$ cat src/sv/near_duplicate_frame_dropper_defines.svh
// ----------------------------------------------------------------------------
// Near-duplicate frame dropper assertion macros
// Shared concurrent assertion forms, clocked on aclk and disabled in reset.
// ----------------------------------------------------------------------------
`ifndef NEAR_DUPLICATE_FRAME_DROPPER_DEFINES_SVH
`define NEAR_DUPLICATE_FRAME_DROPPER_DEFINES_SVH

// The consequent must hold in the same cycle as the antecedent.
`define NDFD_ASSERT_IMP(label, ante, cons, msg) \
    label: assert property (@(posedge aclk) disable iff (!aresetn) (ante) |-> (cons)) \
        else $error(msg);

// The consequent must hold in the cycle after the antecedent.
`define NDFD_ASSERT_NXT(label, ante, cons, msg) \
    label: assert property (@(posedge aclk) disable iff (!aresetn) (ante) |=> (cons)) \
        else $error(msg);

`endif

$ cat src/sv/ndfd_pkg.sv
// ----------------------------------------------------------------------------
// ndfd_pkg
// Types and constants of the near-duplicate frame dropper.
// ----------------------------------------------------------------------------
`timescale 1ns / 1ps
`default_nettype none

package ndfd_pkg;

    localparam int PIX        = 8;
    localparam int ROW_W      = 11;
    localparam int SUM_W      = 14;
    localparam int CNT_W      = 24;
    localparam int LIM_W      = 21;
    localparam int CFG_IDX_W  = 4;
    localparam int CFG_DATA_W = 17;

    localparam logic [SUM_W-1:0] SUM_MAX = 14'h3FFF;
    localparam logic [CNT_W-1:0] CNT_MAX = 24'hFFFFFF;
    localparam logic [2:0]       SETTLE_CYCLES = 3'd4;

    typedef enum logic [CFG_IDX_W-1:0] {
        REG_LOW_THR    = 4'd0,
        REG_HIGH_THR   = 4'd1,
        REG_CHANGE_FR  = 4'd2,
        REG_DROP_LIMIT = 4'd3,
        REG_WIDTH      = 4'd4,
        REG_HEIGHT     = 4'd5,
        REG_CHROMA_H   = 4'd6,
        REG_CHROMA_V   = 4'd7
    } cfg_reg_t;

    typedef struct packed {
        logic [63:0] cur_pixels;
        logic [63:0] ref_pixels;
        logic [1:0]  plane_index;
        logic        block_row_last;
        logic        plane_last;
        logic        frame_last;
    } in_item_t;

    typedef struct packed {
        logic               drop_frame;
        logic signed [15:0] run_count;
    } out_item_t;

    typedef struct packed {
        logic [13:0]        low_threshold;
        logic [13:0]        high_threshold;
        logic [16:0]        change_fraction;
        logic signed [15:0] drop_limit;
        logic [13:0]        frame_width;
        logic [13:0]        frame_height;
        logic [1:0]         chroma_h_shift;
        logic [1:0]         chroma_v_shift;
    } cfg_t;

    typedef struct packed {
        logic valid;
        logic blk_end;
        logic plane_last;
        logic frame_last;
        logic chroma;
    } row_flags_t;

    typedef struct packed {
        logic [LIM_W-1:0] luma;
        logic [LIM_W-1:0] chroma;
    } limits_t;

    typedef struct packed {
        logic push;
        logic differs;
    } verdict_t;

endpackage

`default_nettype wire

$ cat src/sv/ndfd_limit.sv
// ----------------------------------------------------------------------------
// ndfd_limit
// Three-stage pipeline computing the changed-block limits of luma and chroma.
// ----------------------------------------------------------------------------
`timescale 1ns / 1ps
`default_nettype none

module ndfd_limit (
    input  wire logic            aclk,
    input  wire ndfd_pkg::cfg_t  cfg,
    output ndfd_pkg::limits_t    limits
);

    logic [9:0]  luma_w_reg, luma_h_reg, chroma_w_reg, chroma_h_reg;
    logic [19:0] luma_area_reg, chroma_area_reg;
    logic [16:0] frac_reg;
    ndfd_pkg::limits_t limits_reg;

    logic [2:0]  mask_h, mask_v;
    logic [14:0] cw_sum, ch_sum, cw_shift, ch_shift;
    logic [36:0] luma_prod, chroma_prod;

    always_comb begin
        mask_h   = ~(3'b111 << cfg.chroma_h_shift);
        mask_v   = ~(3'b111 << cfg.chroma_v_shift);
        cw_sum   = {1'b0, cfg.frame_width} + {12'd0, mask_h};
        ch_sum   = {1'b0, cfg.frame_height} + {12'd0, mask_v};
        cw_shift = cw_sum >> cfg.chroma_h_shift;
        ch_shift = ch_sum >> cfg.chroma_v_shift;
        luma_prod   = {17'd0, luma_area_reg} * {20'd0, frac_reg};
        chroma_prod = {17'd0, chroma_area_reg} * {20'd0, frac_reg};
    end

    always_ff @(posedge aclk) begin
        luma_w_reg      <= cfg.frame_width[13:4];
        luma_h_reg      <= cfg.frame_height[13:4];
        chroma_w_reg    <= cw_shift[13:4];
        chroma_h_reg    <= ch_shift[13:4];
        frac_reg        <= cfg.change_fraction;
        luma_area_reg   <= {10'd0, luma_w_reg} * {10'd0, luma_h_reg};
        chroma_area_reg <= {10'd0, chroma_w_reg} * {10'd0, chroma_h_reg};
        limits_reg.luma   <= luma_prod[36:16];
        limits_reg.chroma <= chroma_prod[36:16];
    end

    assign limits = limits_reg;

endmodule

`default_nettype wire

$ cat src/sv/ndfd_front.sv
// ----------------------------------------------------------------------------
// ndfd_front
// Row SAD pipeline, block accumulation and block judgement; emits one
// verdict per frame.
// ----------------------------------------------------------------------------
`timescale 1ns / 1ps
`default_nettype none

module ndfd_front (
    input  wire logic                aclk,
    input  wire logic                aresetn,
    input  wire logic                in_accept,
    input  wire ndfd_pkg::in_item_t  in_item,
    input  wire ndfd_pkg::cfg_t      cfg,
    input  wire ndfd_pkg::limits_t   limits,
    output ndfd_pkg::verdict_t       verdict,
    output logic [1:0]               pending
);

    logic [7:0] diff_reg [ndfd_pkg::PIX];
    ndfd_pkg::row_flags_t a_flags_reg, b_flags_reg, c_flags_reg;
    logic [ndfd_pkg::ROW_W-1:0] row_sad_reg, row_sad_next;
    logic [ndfd_pkg::SUM_W-1:0] block_sum_reg, block_sum_next, blk_reg, blk_sat;
    logic [ndfd_pkg::SUM_W:0]   acc;
    logic [ndfd_pkg::CNT_W-1:0] changed_reg, changed_next, cnt_inc;
    logic [ndfd_pkg::LIM_W-1:0] limit;
    logic differs_reg, differs_next;
    logic [7:0] diff_next [ndfd_pkg::PIX];
    ndfd_pkg::row_flags_t in_flags;

    always_comb begin
        for (int i = 0; i < ndfd_pkg::PIX; i++) begin
            diff_next[i] = (in_item.cur_pixels[8*i +: 8] > in_item.ref_pixels[8*i +: 8])
                ? in_item.cur_pixels[8*i +: 8] - in_item.ref_pixels[8*i +: 8]
                : in_item.ref_pixels[8*i +: 8] - in_item.cur_pixels[8*i +: 8];
        end
        in_flags.valid      = in_accept;
        in_flags.blk_end    = in_item.block_row_last;
        in_flags.plane_last = in_item.plane_last;
        in_flags.frame_last = in_item.frame_last;
        in_flags.chroma     = (in_item.plane_index == 2'd1) || (in_item.plane_index == 2'd2);
    end

    always_comb begin
        row_sad_next = '0;
        for (int i = 0; i < ndfd_pkg::PIX; i++) begin
            row_sad_next = row_sad_next + {3'd0, diff_reg[i]};
        end
    end

    always_comb begin
        acc     = {1'b0, block_sum_reg} + {4'd0, row_sad_reg};
        blk_sat = acc[ndfd_pkg::SUM_W] ? ndfd_pkg::SUM_MAX : acc[ndfd_pkg::SUM_W-1:0];
        block_sum_next = block_sum_reg;
        if (b_flags_reg.valid) begin
            block_sum_next = (b_flags_reg.blk_end || b_flags_reg.frame_last) ? '0 : blk_sat;
        end
    end

    always_comb begin
        limit   = c_flags_reg.chroma ? limits.chroma : limits.luma;
        cnt_inc = (changed_reg == ndfd_pkg::CNT_MAX) ? changed_reg : changed_reg + 1'b1;
        changed_next = changed_reg;
        differs_next = differs_reg;
        verdict.push    = 1'b0;
        verdict.differs = 1'b0;
        if (c_flags_reg.valid) begin
            if (c_flags_reg.blk_end) begin
                if (blk_reg > cfg.high_threshold) begin
                    differs_next = 1'b1;
                end else if (blk_reg > cfg.low_threshold) begin
                    changed_next = cnt_inc;
                    if (cnt_inc > {3'd0, limit}) begin
                        differs_next = 1'b1;
                    end
                end
            end
            if (c_flags_reg.plane_last || c_flags_reg.frame_last) begin
                changed_next = '0;
            end
            if (c_flags_reg.frame_last) begin
                verdict.push    = 1'b1;
                verdict.differs = differs_next;
                differs_next    = 1'b0;
            end
        end
    end

    always_ff @(posedge aclk) begin
        if (!aresetn) begin
            a_flags_reg   <= '0;
            b_flags_reg   <= '0;
            c_flags_reg   <= '0;
            block_sum_reg <= '0;
            changed_reg   <= '0;
            differs_reg   <= 1'b0;
        end else begin
            a_flags_reg   <= in_flags;
            b_flags_reg   <= a_flags_reg;
            c_flags_reg   <= b_flags_reg;
            block_sum_reg <= block_sum_next;
            changed_reg   <= changed_next;
            differs_reg   <= differs_next;
        end
    end

    always_ff @(posedge aclk) begin
        if (in_accept) begin
            diff_reg <= diff_next;
        end
        row_sad_reg <= row_sad_next;
        blk_reg     <= blk_sat;
    end

    assign pending = {1'b0, a_flags_reg.valid && a_flags_reg.frame_last}
                   + {1'b0, b_flags_reg.valid && b_flags_reg.frame_last}
                   + {1'b0, c_flags_reg.valid && c_flags_reg.frame_last};

endmodule

`default_nettype wire

$ cat src/sv/ndfd_queue.sv
// ----------------------------------------------------------------------------
// ndfd_queue
// Small FIFO of frame verdicts between the front and the back.
// ----------------------------------------------------------------------------
`timescale 1ns / 1ps
`default_nettype none

module ndfd_queue #(
    parameter int DEPTH = 4
) (
    input  wire logic                       aclk,
    input  wire logic                       aresetn,
    input  wire ndfd_pkg::verdict_t         verdict,
    input  wire logic                       pop,
    output logic                            head_differs,
    output logic [$clog2(DEPTH+1)-1:0]      count,
    output logic                            empty,
    output logic                            full
);

    localparam int PTR_W = (DEPTH > 1) ? $clog2(DEPTH) : 1;
    localparam int CNT_W = $clog2(DEPTH + 1);
    localparam logic [PTR_W-1:0] LAST = PTR_W'(DEPTH - 1);

    logic [DEPTH-1:0] mem_reg;
    logic [PTR_W-1:0] wr_ptr_reg, rd_ptr_reg;
    logic [CNT_W-1:0] count_reg;

    always_ff @(posedge aclk) begin
        if (!aresetn) begin
            wr_ptr_reg <= '0;
            rd_ptr_reg <= '0;
            count_reg  <= '0;
        end else begin
            if (verdict.push) begin
                wr_ptr_reg <= (wr_ptr_reg == LAST) ? '0 : wr_ptr_reg + 1'b1;
            end
            if (pop) begin
                rd_ptr_reg <= (rd_ptr_reg == LAST) ? '0 : rd_ptr_reg + 1'b1;
            end
            if (verdict.push && !pop) begin
                count_reg <= count_reg + 1'b1;
            end else if (pop && !verdict.push) begin
                count_reg <= count_reg - 1'b1;
            end
        end
    end

    always_ff @(posedge aclk) begin
        if (verdict.push) begin
            mem_reg[wr_ptr_reg] <= verdict.differs;
        end
    end

    assign head_differs = mem_reg[rd_ptr_reg];
    assign count        = count_reg;
    assign empty        = (count_reg == '0);
    assign full         = (count_reg == CNT_W'(DEPTH));

endmodule

`default_nettype wire

$ cat src/sv/ndfd_back.sv
// ----------------------------------------------------------------------------
// ndfd_back
// Drop decision, run counter and output register.
// ----------------------------------------------------------------------------
`timescale 1ns / 1ps
`default_nettype none

module ndfd_back (
    input  wire logic               aclk,
    input  wire logic               aresetn,
    input  wire logic               q_empty,
    input  wire logic               q_differs,
    input  wire logic signed [15:0] drop_limit,
    input  wire logic               m_ready,
    output logic                    pop,
    output logic                    m_valid,
    output ndfd_pkg::out_item_t     m_item
);

    logic signed [15:0] run_reg, run_next, inc, dec;
    logic signed [16:0] run_m1, limit_ext;
    logic have_ref_reg, have_ref_next;
    logic m_valid_reg, m_valid_next;
    ndfd_pkg::out_item_t item_reg;
    logic drop, keep_max, keep_gap;

    always_comb begin
        pop       = !q_empty && (!m_valid_reg || m_ready);
        run_m1    = {run_reg[15], run_reg} - 17'sd1;
        limit_ext = {drop_limit[15], drop_limit};
        keep_max  = (drop_limit > 16'sd0) && (run_reg >= drop_limit);
        keep_gap  = (drop_limit < 16'sd0) && (run_m1 > limit_ext);
        drop      = have_ref_reg && !q_differs && !keep_max && !keep_gap;
        inc = (run_reg == 16'sh7FFF) ? run_reg : run_reg + 16'sd1;
        dec = (run_reg == -16'sh8000) ? run_reg : run_reg - 16'sd1;
        if (inc < 16'sd1) begin
            inc = 16'sd1;
        end
        if (dec > -16'sd1) begin
            dec = -16'sd1;
        end
        run_next      = run_reg;
        have_ref_next = have_ref_reg;
        m_valid_next  = m_valid_reg && !m_ready;
        if (pop) begin
            run_next      = drop ? inc : dec;
            have_ref_next = have_ref_reg || !drop;
            m_valid_next  = 1'b1;
        end
    end

    always_ff @(posedge aclk) begin
        if (!aresetn) begin
            run_reg      <= '0;
            have_ref_reg <= 1'b0;
            m_valid_reg  <= 1'b0;
        end else begin
            run_reg      <= run_next;
            have_ref_reg <= have_ref_next;
            m_valid_reg  <= m_valid_next;
        end
    end

    always_ff @(posedge aclk) begin
        if (pop) begin
            item_reg.drop_frame <= drop;
            item_reg.run_count  <= run_next;
        end
    end

    assign m_valid = m_valid_reg;
    assign m_item  = item_reg;

endmodule

`default_nettype wire

$ cat src/sv/near_duplicate_frame_dropper.sv
// ----------------------------------------------------------------------------
// near_duplicate_frame_dropper
// Top level: configuration registers, limit pipeline, front, verdict queue
// and back.
// ----------------------------------------------------------------------------
// Each input item is one 8-pixel row of a current 8x8 block and the same row
// of the reference. Blocks, planes and frames are delimited by the row flags.
// One result item is produced for each row that carries frame_last; other
// rows produce none. Rows are taken one per cycle while s_ready is high.
// From the frame_last item to m_valid the verdict passes three pipeline
// stages of difference, row sum and block accumulation, the judgement that
// pushes the verdict queue, and the output register.
// The verdict queue holds QUEUE_DEPTH frames; s_ready falls when verdicts in
// flight plus those queued would fill it, so a stalled receiver only stops
// the input after several frames.
// A configuration write is taken at once and holds s_ready low while the
// plane limits are recomputed by a three-stage multiplier pipeline. Reset
// restores the register defaults, clears all frame state and likewise holds
// s_ready low.
// ----------------------------------------------------------------------------
`timescale 1ns / 1ps
`default_nettype none
`include "near_duplicate_frame_dropper_defines.svh"

module near_duplicate_frame_dropper #(
    parameter int QUEUE_DEPTH = 4
) (
    input  wire logic                                aclk,
    input  wire logic                                aresetn,
    input  wire logic                                s_valid,
    output logic                                     s_ready,
    input  wire ndfd_pkg::in_item_t                  s_item,
    output logic                                     m_valid,
    input  wire logic                                m_ready,
    output ndfd_pkg::out_item_t                      m_item,
    input  wire logic                                cfg_valid,
    output logic                                     cfg_ready,
    input  wire logic [ndfd_pkg::CFG_IDX_W-1:0]      cfg_index,
    input  wire logic [ndfd_pkg::CFG_DATA_W-1:0]     cfg_data
);

    localparam int QC_W = $clog2(QUEUE_DEPTH + 1);

    ndfd_pkg::cfg_t     cfg_reg;
    ndfd_pkg::limits_t  limits;
    ndfd_pkg::verdict_t verdict;
    logic [2:0]      settle_reg;
    logic [1:0]      pending;
    logic [QC_W-1:0] q_count;
    logic [QC_W+1:0] q_used;
    logic q_empty, q_full, q_differs, q_pop;
    logic cfg_write, in_accept;

    assign cfg_ready = 1'b1;
    assign cfg_write = cfg_valid && cfg_ready;
    assign q_used    = {2'b00, q_count} + {QC_W'(0), pending};
    assign s_ready   = (settle_reg == 3'd0) && (q_used < (QC_W+2)'(QUEUE_DEPTH));
    assign in_accept = s_valid && s_ready;

    always_ff @(posedge aclk) begin
        if (!aresetn) begin
            cfg_reg.low_threshold   <= 14'd320;
            cfg_reg.high_threshold  <= 14'd768;
            cfg_reg.change_fraction <= 17'd21627;
            cfg_reg.drop_limit      <= 16'sd0;
            cfg_reg.frame_width     <= 14'd1920;
            cfg_reg.frame_height    <= 14'd1080;
            cfg_reg.chroma_h_shift  <= 2'd1;
            cfg_reg.chroma_v_shift  <= 2'd1;
            settle_reg              <= ndfd_pkg::SETTLE_CYCLES;
        end else begin
            if (cfg_write) begin
                settle_reg <= ndfd_pkg::SETTLE_CYCLES;
                case (ndfd_pkg::cfg_reg_t'(cfg_index))
                    ndfd_pkg::REG_LOW_THR:    cfg_reg.low_threshold   <= cfg_data[13:0];
                    ndfd_pkg::REG_HIGH_THR:   cfg_reg.high_threshold  <= cfg_data[13:0];
                    ndfd_pkg::REG_CHANGE_FR:  cfg_reg.change_fraction <= cfg_data;
                    ndfd_pkg::REG_DROP_LIMIT: cfg_reg.drop_limit      <= cfg_data[15:0];
                    ndfd_pkg::REG_WIDTH:      cfg_reg.frame_width     <= cfg_data[13:0];
                    ndfd_pkg::REG_HEIGHT:     cfg_reg.frame_height    <= cfg_data[13:0];
                    ndfd_pkg::REG_CHROMA_H:   cfg_reg.chroma_h_shift  <= cfg_data[1:0];
                    ndfd_pkg::REG_CHROMA_V:   cfg_reg.chroma_v_shift  <= cfg_data[1:0];
                    default: begin
                    end
                endcase
            end else if (settle_reg != 3'd0) begin
                settle_reg <= settle_reg - 3'd1;
            end
        end
    end

    ndfd_limit u_limit (
        .aclk   (aclk),
        .cfg    (cfg_reg),
        .limits (limits)
    );

    ndfd_front u_front (
        .aclk      (aclk),
        .aresetn   (aresetn),
        .in_accept (in_accept),
        .in_item   (s_item),
        .cfg       (cfg_reg),
        .limits    (limits),
        .verdict   (verdict),
        .pending   (pending)
    );

    ndfd_queue #(
        .DEPTH (QUEUE_DEPTH)
    ) u_queue (
        .aclk         (aclk),
        .aresetn      (aresetn),
        .verdict      (verdict),
        .pop          (q_pop),
        .head_differs (q_differs),
        .count        (q_count),
        .empty        (q_empty),
        .full         (q_full)
    );

    ndfd_back u_back (
        .aclk       (aclk),
        .aresetn    (aresetn),
        .q_empty    (q_empty),
        .q_differs  (q_differs),
        .drop_limit (cfg_reg.drop_limit),
        .m_ready    (m_ready),
        .pop        (q_pop),
        .m_valid    (m_valid),
        .m_item     (m_item)
    );

    `NDFD_ASSERT_NXT(a_cfg_holds_input, cfg_write, !s_ready, "item taken during limit update")
    `NDFD_ASSERT_IMP(a_no_overflow, verdict.push, !q_full || q_pop, "verdict queue overflow")
    `NDFD_ASSERT_IMP(a_no_underflow, q_pop, !q_empty, "verdict queue underflow")
    `NDFD_ASSERT_IMP(a_run_sign, m_valid,
        (m_item.drop_frame && !m_item.run_count[15] && (m_item.run_count != 16'sd0)) ||
        (!m_item.drop_frame && m_item.run_count[15]), "run counter sign mismatch")

endmodule

`default_nettype wire

$ cat config.mk
export PLATFORM = sky130hd
export DESIGN_NAME = near_duplicate_frame_dropper
export DESIGN_NICKNAME = d
export VERILOG_FILES = /design/src/sv/ndfd_pkg.sv /design/src/sv/ndfd_limit.sv /design/src/sv/ndfd_front.sv /design/src/sv/ndfd_queue.sv /design/src/sv/ndfd_back.sv /design/src/sv/near_duplicate_frame_dropper.sv
export VERILOG_INCLUDE_DIRS = /design/src /design/src/sv
export SDC_FILE = /design/constraint.sdc
export NUM_CORES = 2
export LEC_CHECK = 0
export BUFFER_PORTS_ARGS = -buffer_cell sky130_fd_sc_hd__buf_2
export CORE_MARGIN = 8
export CORE_UTILIZATION = 50
export DETAILED_ROUTE_END_ITERATION = 10
export HOLD_SLACK_MARGIN = 0.06
export PLACE_DENSITY = 0.66
export RECOVER_POWER = 25
export SLEW_MARGIN = 25
export SYNTH_ARGS = -nofsm -noshare
export SYNTH_HDL_FRONTEND = slang
export SYNTH_SLANG_ARGS = --single-unit
$ cat constraint.sdc
create_clock -name aclk -period 8.15 [get_ports aclk]
set_input_delay 1.63 -clock aclk [delete_from_list [all_inputs] [get_ports aclk]]
set_output_delay 1.63 -clock aclk [all_outputs]
set_load 0.01 [all_outputs]
; Word level (Yosys, flattened, before mapping)
; Index checks and enable logic that the tools add are counted.
[op_classes]
add_sub_neg = 38
n_mul = 4
n_lt_le_gt_ge = 21
n_eq_ne = 15
n_shift = 4
mux = 39
bitwise_logic = 3
n_reduce_logical = 46
[op_table]
columns = op, n
row1 = $sub A8 B8 Y8, 16
row2 = $mux W24, 5
row3 = $mux W16, 6
row4 = $mul A20 B17 Y37, 2
row5 = $add A11 B8 Y11, 6
row6 = $gt A8 B8 Y1, 8
row7 = $mux W8, 8
row8 = $mul A10 B10 Y20, 2
row9 = $eq A16 B16 Y1 const B, 2
row10 = $gt A16 B1 Y1 const B, 2
row11 = $add A14 B3 Y15, 2
row12 = $shr A15 B2 Y14, 2
row13 = $gt A14 B14 Y1, 2
row14 = $mux W14, 2
row15 = $add A24 B1 Y24 const B, 1
row16 = $eq A24 B24 Y1 const B, 1
row17 = $gt A24 B21 Y1, 1
row18 = $mux W21, 1
row19 = $gt A17 B16 Y1, 1
row20 = $sub A16 B2 Y17 const B, 1
row21 = $add A16 B2 Y16 const B, 1
row22 = $eq A4 B3 Y1 const B, 4
row23 = $ge A16 B16 Y1, 1
row24 = $lt A16 B1 Y1 const B, 1
row25 = 37 further kinds, 92
[word_totals]
reg_bits = 424
inputBits = 159
output_inout_bits = 20
wordCells = 225

; Depth between registers and ports, before layout
[depth]
ltp_word = 13
ltp_mapped = 23
ltp_nobuf = 22

; Modules after synthesis
; From an unflattened synthesis, not the netlist that was laid out.
[hier_totals]
hier_cells = 5943
area_unflattened_um2 = 53809.1
[modules_own_cells]
columns = module, instances, cells_each, area_each_um2, seq_area_each_um2
row1 = ndfd_limit, 1, 3564, 32006.9, 2782.7
row2 = ndfd_front, 1, 1566, 14249.9, 3503.4
row3 = near_duplicate_frame_dropper, 1, 368, 3679.8, 1921.8
row4 = ndfd_back, 1, 398, 3311.9, 870.8
row5 = ndfd_queue, 1, 47, 560.5, 260.2

; Worst setup path before layout
; OpenSTA, ideal clock, no wires.
[synth_timing]
path_type = register to register
startpoint = register u_limit.chroma_area_reg[15]
endpoint = register u_limit.limits_reg, in the netlist u_limit.limits[15]
setup_ns = 0.072
arrival_ns = 5.757
slack_ns = 2.321
stages_incl_launch_ff = 21
synth_period_minus_slack_ns = 5.829
path_cell_list = dfxtp_1 -> clkbuf_1 -> nand2_1 -> fa_1 -> fa_1 -> fa_1 -> inv_1 -> fa_1 -> fa_1 -> inv_1 -> fa_1 -> inv_1 -> ha_1 -> clkbuf_1 -> a211oi_1 -> nor2_1 -> o311a_1 -> o31a_1 -> a221o_1 -> a21oi_1 -> xnor2_1
[synth_via]
elab_chain_len = 1
[synth_lines]
columns = item, line_no
row1 = from (decl), ndfd_limit.sv:15  ; logic [19:0] luma_area_reg, chroma_area_reg;
row2 = from (signal assigned), ndfd_limit.sv:41  ; chroma_area_reg <= {10'd0, chroma_w_reg} * {10'd0, chroma_h_reg};
row3 = $mul A20 B17 Y37, ndfd_limit.sv:31  ; chroma_prod = {17'd0, chroma_area_reg} * {20'd0, frac_reg};
row4 = via u_limit.chroma_prod[31], ndfd_limit.sv:21  ; logic [36:0] luma_prod, chroma_prod;
row5 = to (decl), ndfd_limit.sv:17  ; ndfd_pkg::limits_t limits_reg;
; The timed path passes the listed nets, and every way through them passes these cells.
; A chain may end at the register's enable or synchronous reset.

; Final worst setup path
[layout_timing]
startpoint = register u_limit.frac_reg[6]
endpoint = register u_limit.limits_reg, in the netlist u_limit.limits[16]
[layout_via]
elab_chain_len = 1
[layout_lines]
columns = item, line_no
row1 = from (decl), ndfd_limit.sv:16  ; logic [16:0] frac_reg;
row2 = from (signal assigned), ndfd_limit.sv:39  ; frac_reg <= cfg.change_fraction;
row3 = $mul A20 B17 Y37, ndfd_limit.sv:31
row4 = via u_limit.chroma_prod[32], ndfd_limit.sv:21
; The timed path passes the listed nets, and every way through them passes these cells.

==> impl_metrics.py <==
metrics = {
    "outcome": {
        "status": "finished, violations left",
        "failed_checks": "max-capacitance violations, max-slew violations",
    },
    "floorplan": {
        "core-area_um2": 103000,
        "die_w_um": 339,
        "rows": 118,
        "ios": 179,
        "initial_utilization": 0.504,
        "dieArea_um2": 115000,
        "die_h_um": 339,
    },
    "worst_hold_path": {
        "hold_end": "u_limit.frac_reg[13]",
        "min_delay_path_depth": 0,
        "hp-start": "cfg_reg[61]",
        "hp-class": "reg -> reg",
    },
    "worst_setup_path": {
        "cp_max_fo": 23,
        "rrSetupSlack_ns": 1.32,
        "cp-start-kind": "flop",
        "cp-end-kind": "flop",
        "cp.required_ns": 8.67,
        "cpMostUsedCell": "fa_1",
        "cp.arrival_ns": 7.34,
        "crit_chain": "buf_4 -> and2_1 -> fa_1 -> inv_1 -> fa_1 -> fa_1 -> inv_1 -> fa_1 -> fa_1 -> inv_1 -> fa_1 -> inv_1 -> ha_1 -> a211oi_1 -> nor2_1 -> o311a_1 -> nor4_1 -> o21ai_0 -> a21oi_1 -> xnor2_1",
        "crit_type": "reg -> reg",
        "r2r-end": "u_limit.limits[16]",
        "cpLargestDelayFamily": "adder cells",
        "max_stage_delay_ns": 0.86,
        "critical_path_buf_inv_count": 5,
        "r2r_cells": 20,
        "cp_slowest_cell": "dfxtp_1",
        "cp.depth": 20,
        "timing.rr.start": "u_limit.frac_reg[6]",
    },
    "synth": {
        "synth_largest_area_cell": "fa_1",
        "synthTopCellsByArea": "fa_1, ha_1, dfxtp_1, inv_1, nand2_1",
        "synth_edf_count": 85,
        "syn-num-nets": 7320,
        "synthCells": 5863,
        "ys_ff_latch": 424,
        "ys_types": 95,
        "async_flop_share": 0,
        "synth_flop_cell": "dfxtp_1",
        "synth_warnings": 0,
        "synth_area_um2": 52100,
        "synth_top_area_frac": 0.275,
        "avgSynthCellArea_um2": 8.89,
        "ys_seq_area_frac": 0.179,
    },
    "drt": {
        "drc": 0,
        "drt_first_iter_violations": 2366,
        "dr.pass1.iters": 6,
        "vias_per_cell": 5.40,
        "wl_um": 128000,
        "vias": 39581,
        "avgRoutedWirePerCell_um": 17.4,
        "antenna_left": 0,
    },
    "placed_design": {
        "placedCellCount": 7242,
        "portBuffers": 177,
        "gp_congestion": 0.901,
        "hpwl_um": 103000,
    },
    "clocking": {
        "clkTransAtPathRegs_ns": 0.07,
        "numCtsBuffers": 49,
        "cts_tree": "done",
        "hold_buffers": 0,
        "clockBufferDepth": 3,
        "cts_setup_buffers": 0,
        "clk_latency_ns": 0.60,
        "htreeDepth": 2,
        "clkSinkCount": 424,
        "cts_resized": 0,
        "cts_root_buffer": "clkbuf_16",
    },
    "global_routing": {
        "grt_pass1_wl_um": 209000,
        "antenna_found_initial": 3,
        "grtUsageTotal": 0.220,
        "grt_start_max_net_pins": 65,
        "gr-total-overflow": 0,
        "grt_pass1_vias": 41096,
    },
    "sta": {
        "slew_viol_final": 69,
        "skew_ns": 0.0256,
        "rsz0062_at_grt": "no",
        "slew_headroom": -0.207,
        "period_share": 0.837,
        "setup_violations": 0,
        "fmax_ghz": 0.147,
        "hold_viol": 0,
        "fin_setup_tns_ns": 0,
        "period_needed_ns": 6.83,
        "worstMarginPinSlew_ns": 1.81,
    },
    "cells_and_area": {
        "final_cell_mix": "inv_1, nand2_1, fa_1",
        "final_core_util": 0.540,
        "largest_reg_flops": 93,
        "fillers": 9460,
        "area_delta_synth_final_pct": 7.27,
        "drive_gt1_frac": 0.0613,
        "final_cells": 7336,
        "layout.nets": 7370,
        "mostFrequentLayoutCell": "inv_1",
    },
    "job": {
        "maxCapViolCount": 2,
    },
}
## synth_stat cells, types with 21 or more instances
library cell	instances
buf_2	22
nor2b_1	24
fa_1	716
inv_1	1062
nor3_1	72
dfxtp_1	339
nand3_1	81
a21oi_1	247
nand2_1	803
and2_1	397
o21ai_1	21
o211ai_1	25
or2_2	26
xnor2_1	124
clkbuf_1	196
nand2b_1	31
ha_1	582
a21o_1	82
and3_1	47
nand4_1	40
mux2i_1	75
xor2_1	55
a211oi_1	22
o21ai_0	121
o21a_1	35
edfxtp_1	85
nor2_1	203
## metal layers
layer  up-vias  track usage  routed length (µm)
met1     19561        0.279               53300
met5         -            0                  13
li1      18737            -                   -
met2      1064        0.392               64500
met4         2       0.0643                3690
met3       217       0.0258                6470
## worst reg2reg max path, stage by stage (launching register included)
cell      delay [ns]
dfxtp_1         0.86
buf_4           0.39
and2_1          0.19
fa_1            0.42
inv_1           0.08
fa_1            0.44
fa_1            0.53
inv_1           0.06
fa_1            0.45
fa_1            0.52
inv_1           0.05
fa_1            0.48
inv_1           0.04
ha_1            0.36
a211oi_1        0.28
nor2_1          0.10
o311a_1         0.39
nor4_1          0.48
o21ai_0         0.29
a21oi_1         0.23
xnor2_1         0.13
## layout make-up
cell class	count	area, µm²	share of cell area
repair buffers	227	1240	0.0222
clock buffers	67	1400	0.0249
flip-flops and latches	424	9340	0.167
diodes	4	10.0	0.000179
inverters	1065	4000	0.0715
multi-input cells	4146	37900	0.678
clock inverters	23	307	0.00548
well taps	1380	1730	0.0309
## cell families (layout without fill, tap and decap cells)
kind of cell    Yosys count  count (layout)  synth area share
flops                   424             424             0.179
xor+xnor                179             179            0.0301
fa+ha+maj              1298            1298             0.415
mux                      84              84            0.0166
other cells               1               5         0.0000719
buf+inv                1293            1382            0.0940
simple gates           1817            1817             0.169
compound gates          767             767            0.0968
## stage by stage
stage               cell area, µm²  setup slack (ns)  hold WS (ns)
global placement             54300              1.48         0.335
global route                 55900             0.957         0.352
detailed placement           54300              1.34         0.338
floorplan                    52100              2.32         0.329
finish                       55900              1.32         0.347
CTS                          56000              1.31         0.347
## worst max path at each step
stage,start,endpoint,slack (ns)
4_1_cts,u_limit.frac_reg[6],u_limit.limits[16],1.31
6_report,u_limit.frac_reg[6],u_limit.limits[16],1.32
3_5_place_dp,u_limit.frac_reg[6],u_limit.limits[13],1.34
2_1_floorplan,u_limit.chroma_area_reg[15],u_limit.limits[15],2.32
5_1_grt,u_limit.frac_reg[6],u_limit.limits[16],0.96
3_3_place_gp,u_limit.frac_reg[8],u_limit.limits[16],1.48
Power is not shown: default switching activity piles up to over one toggle a cycle in this logic, so the estimate is an artifact.
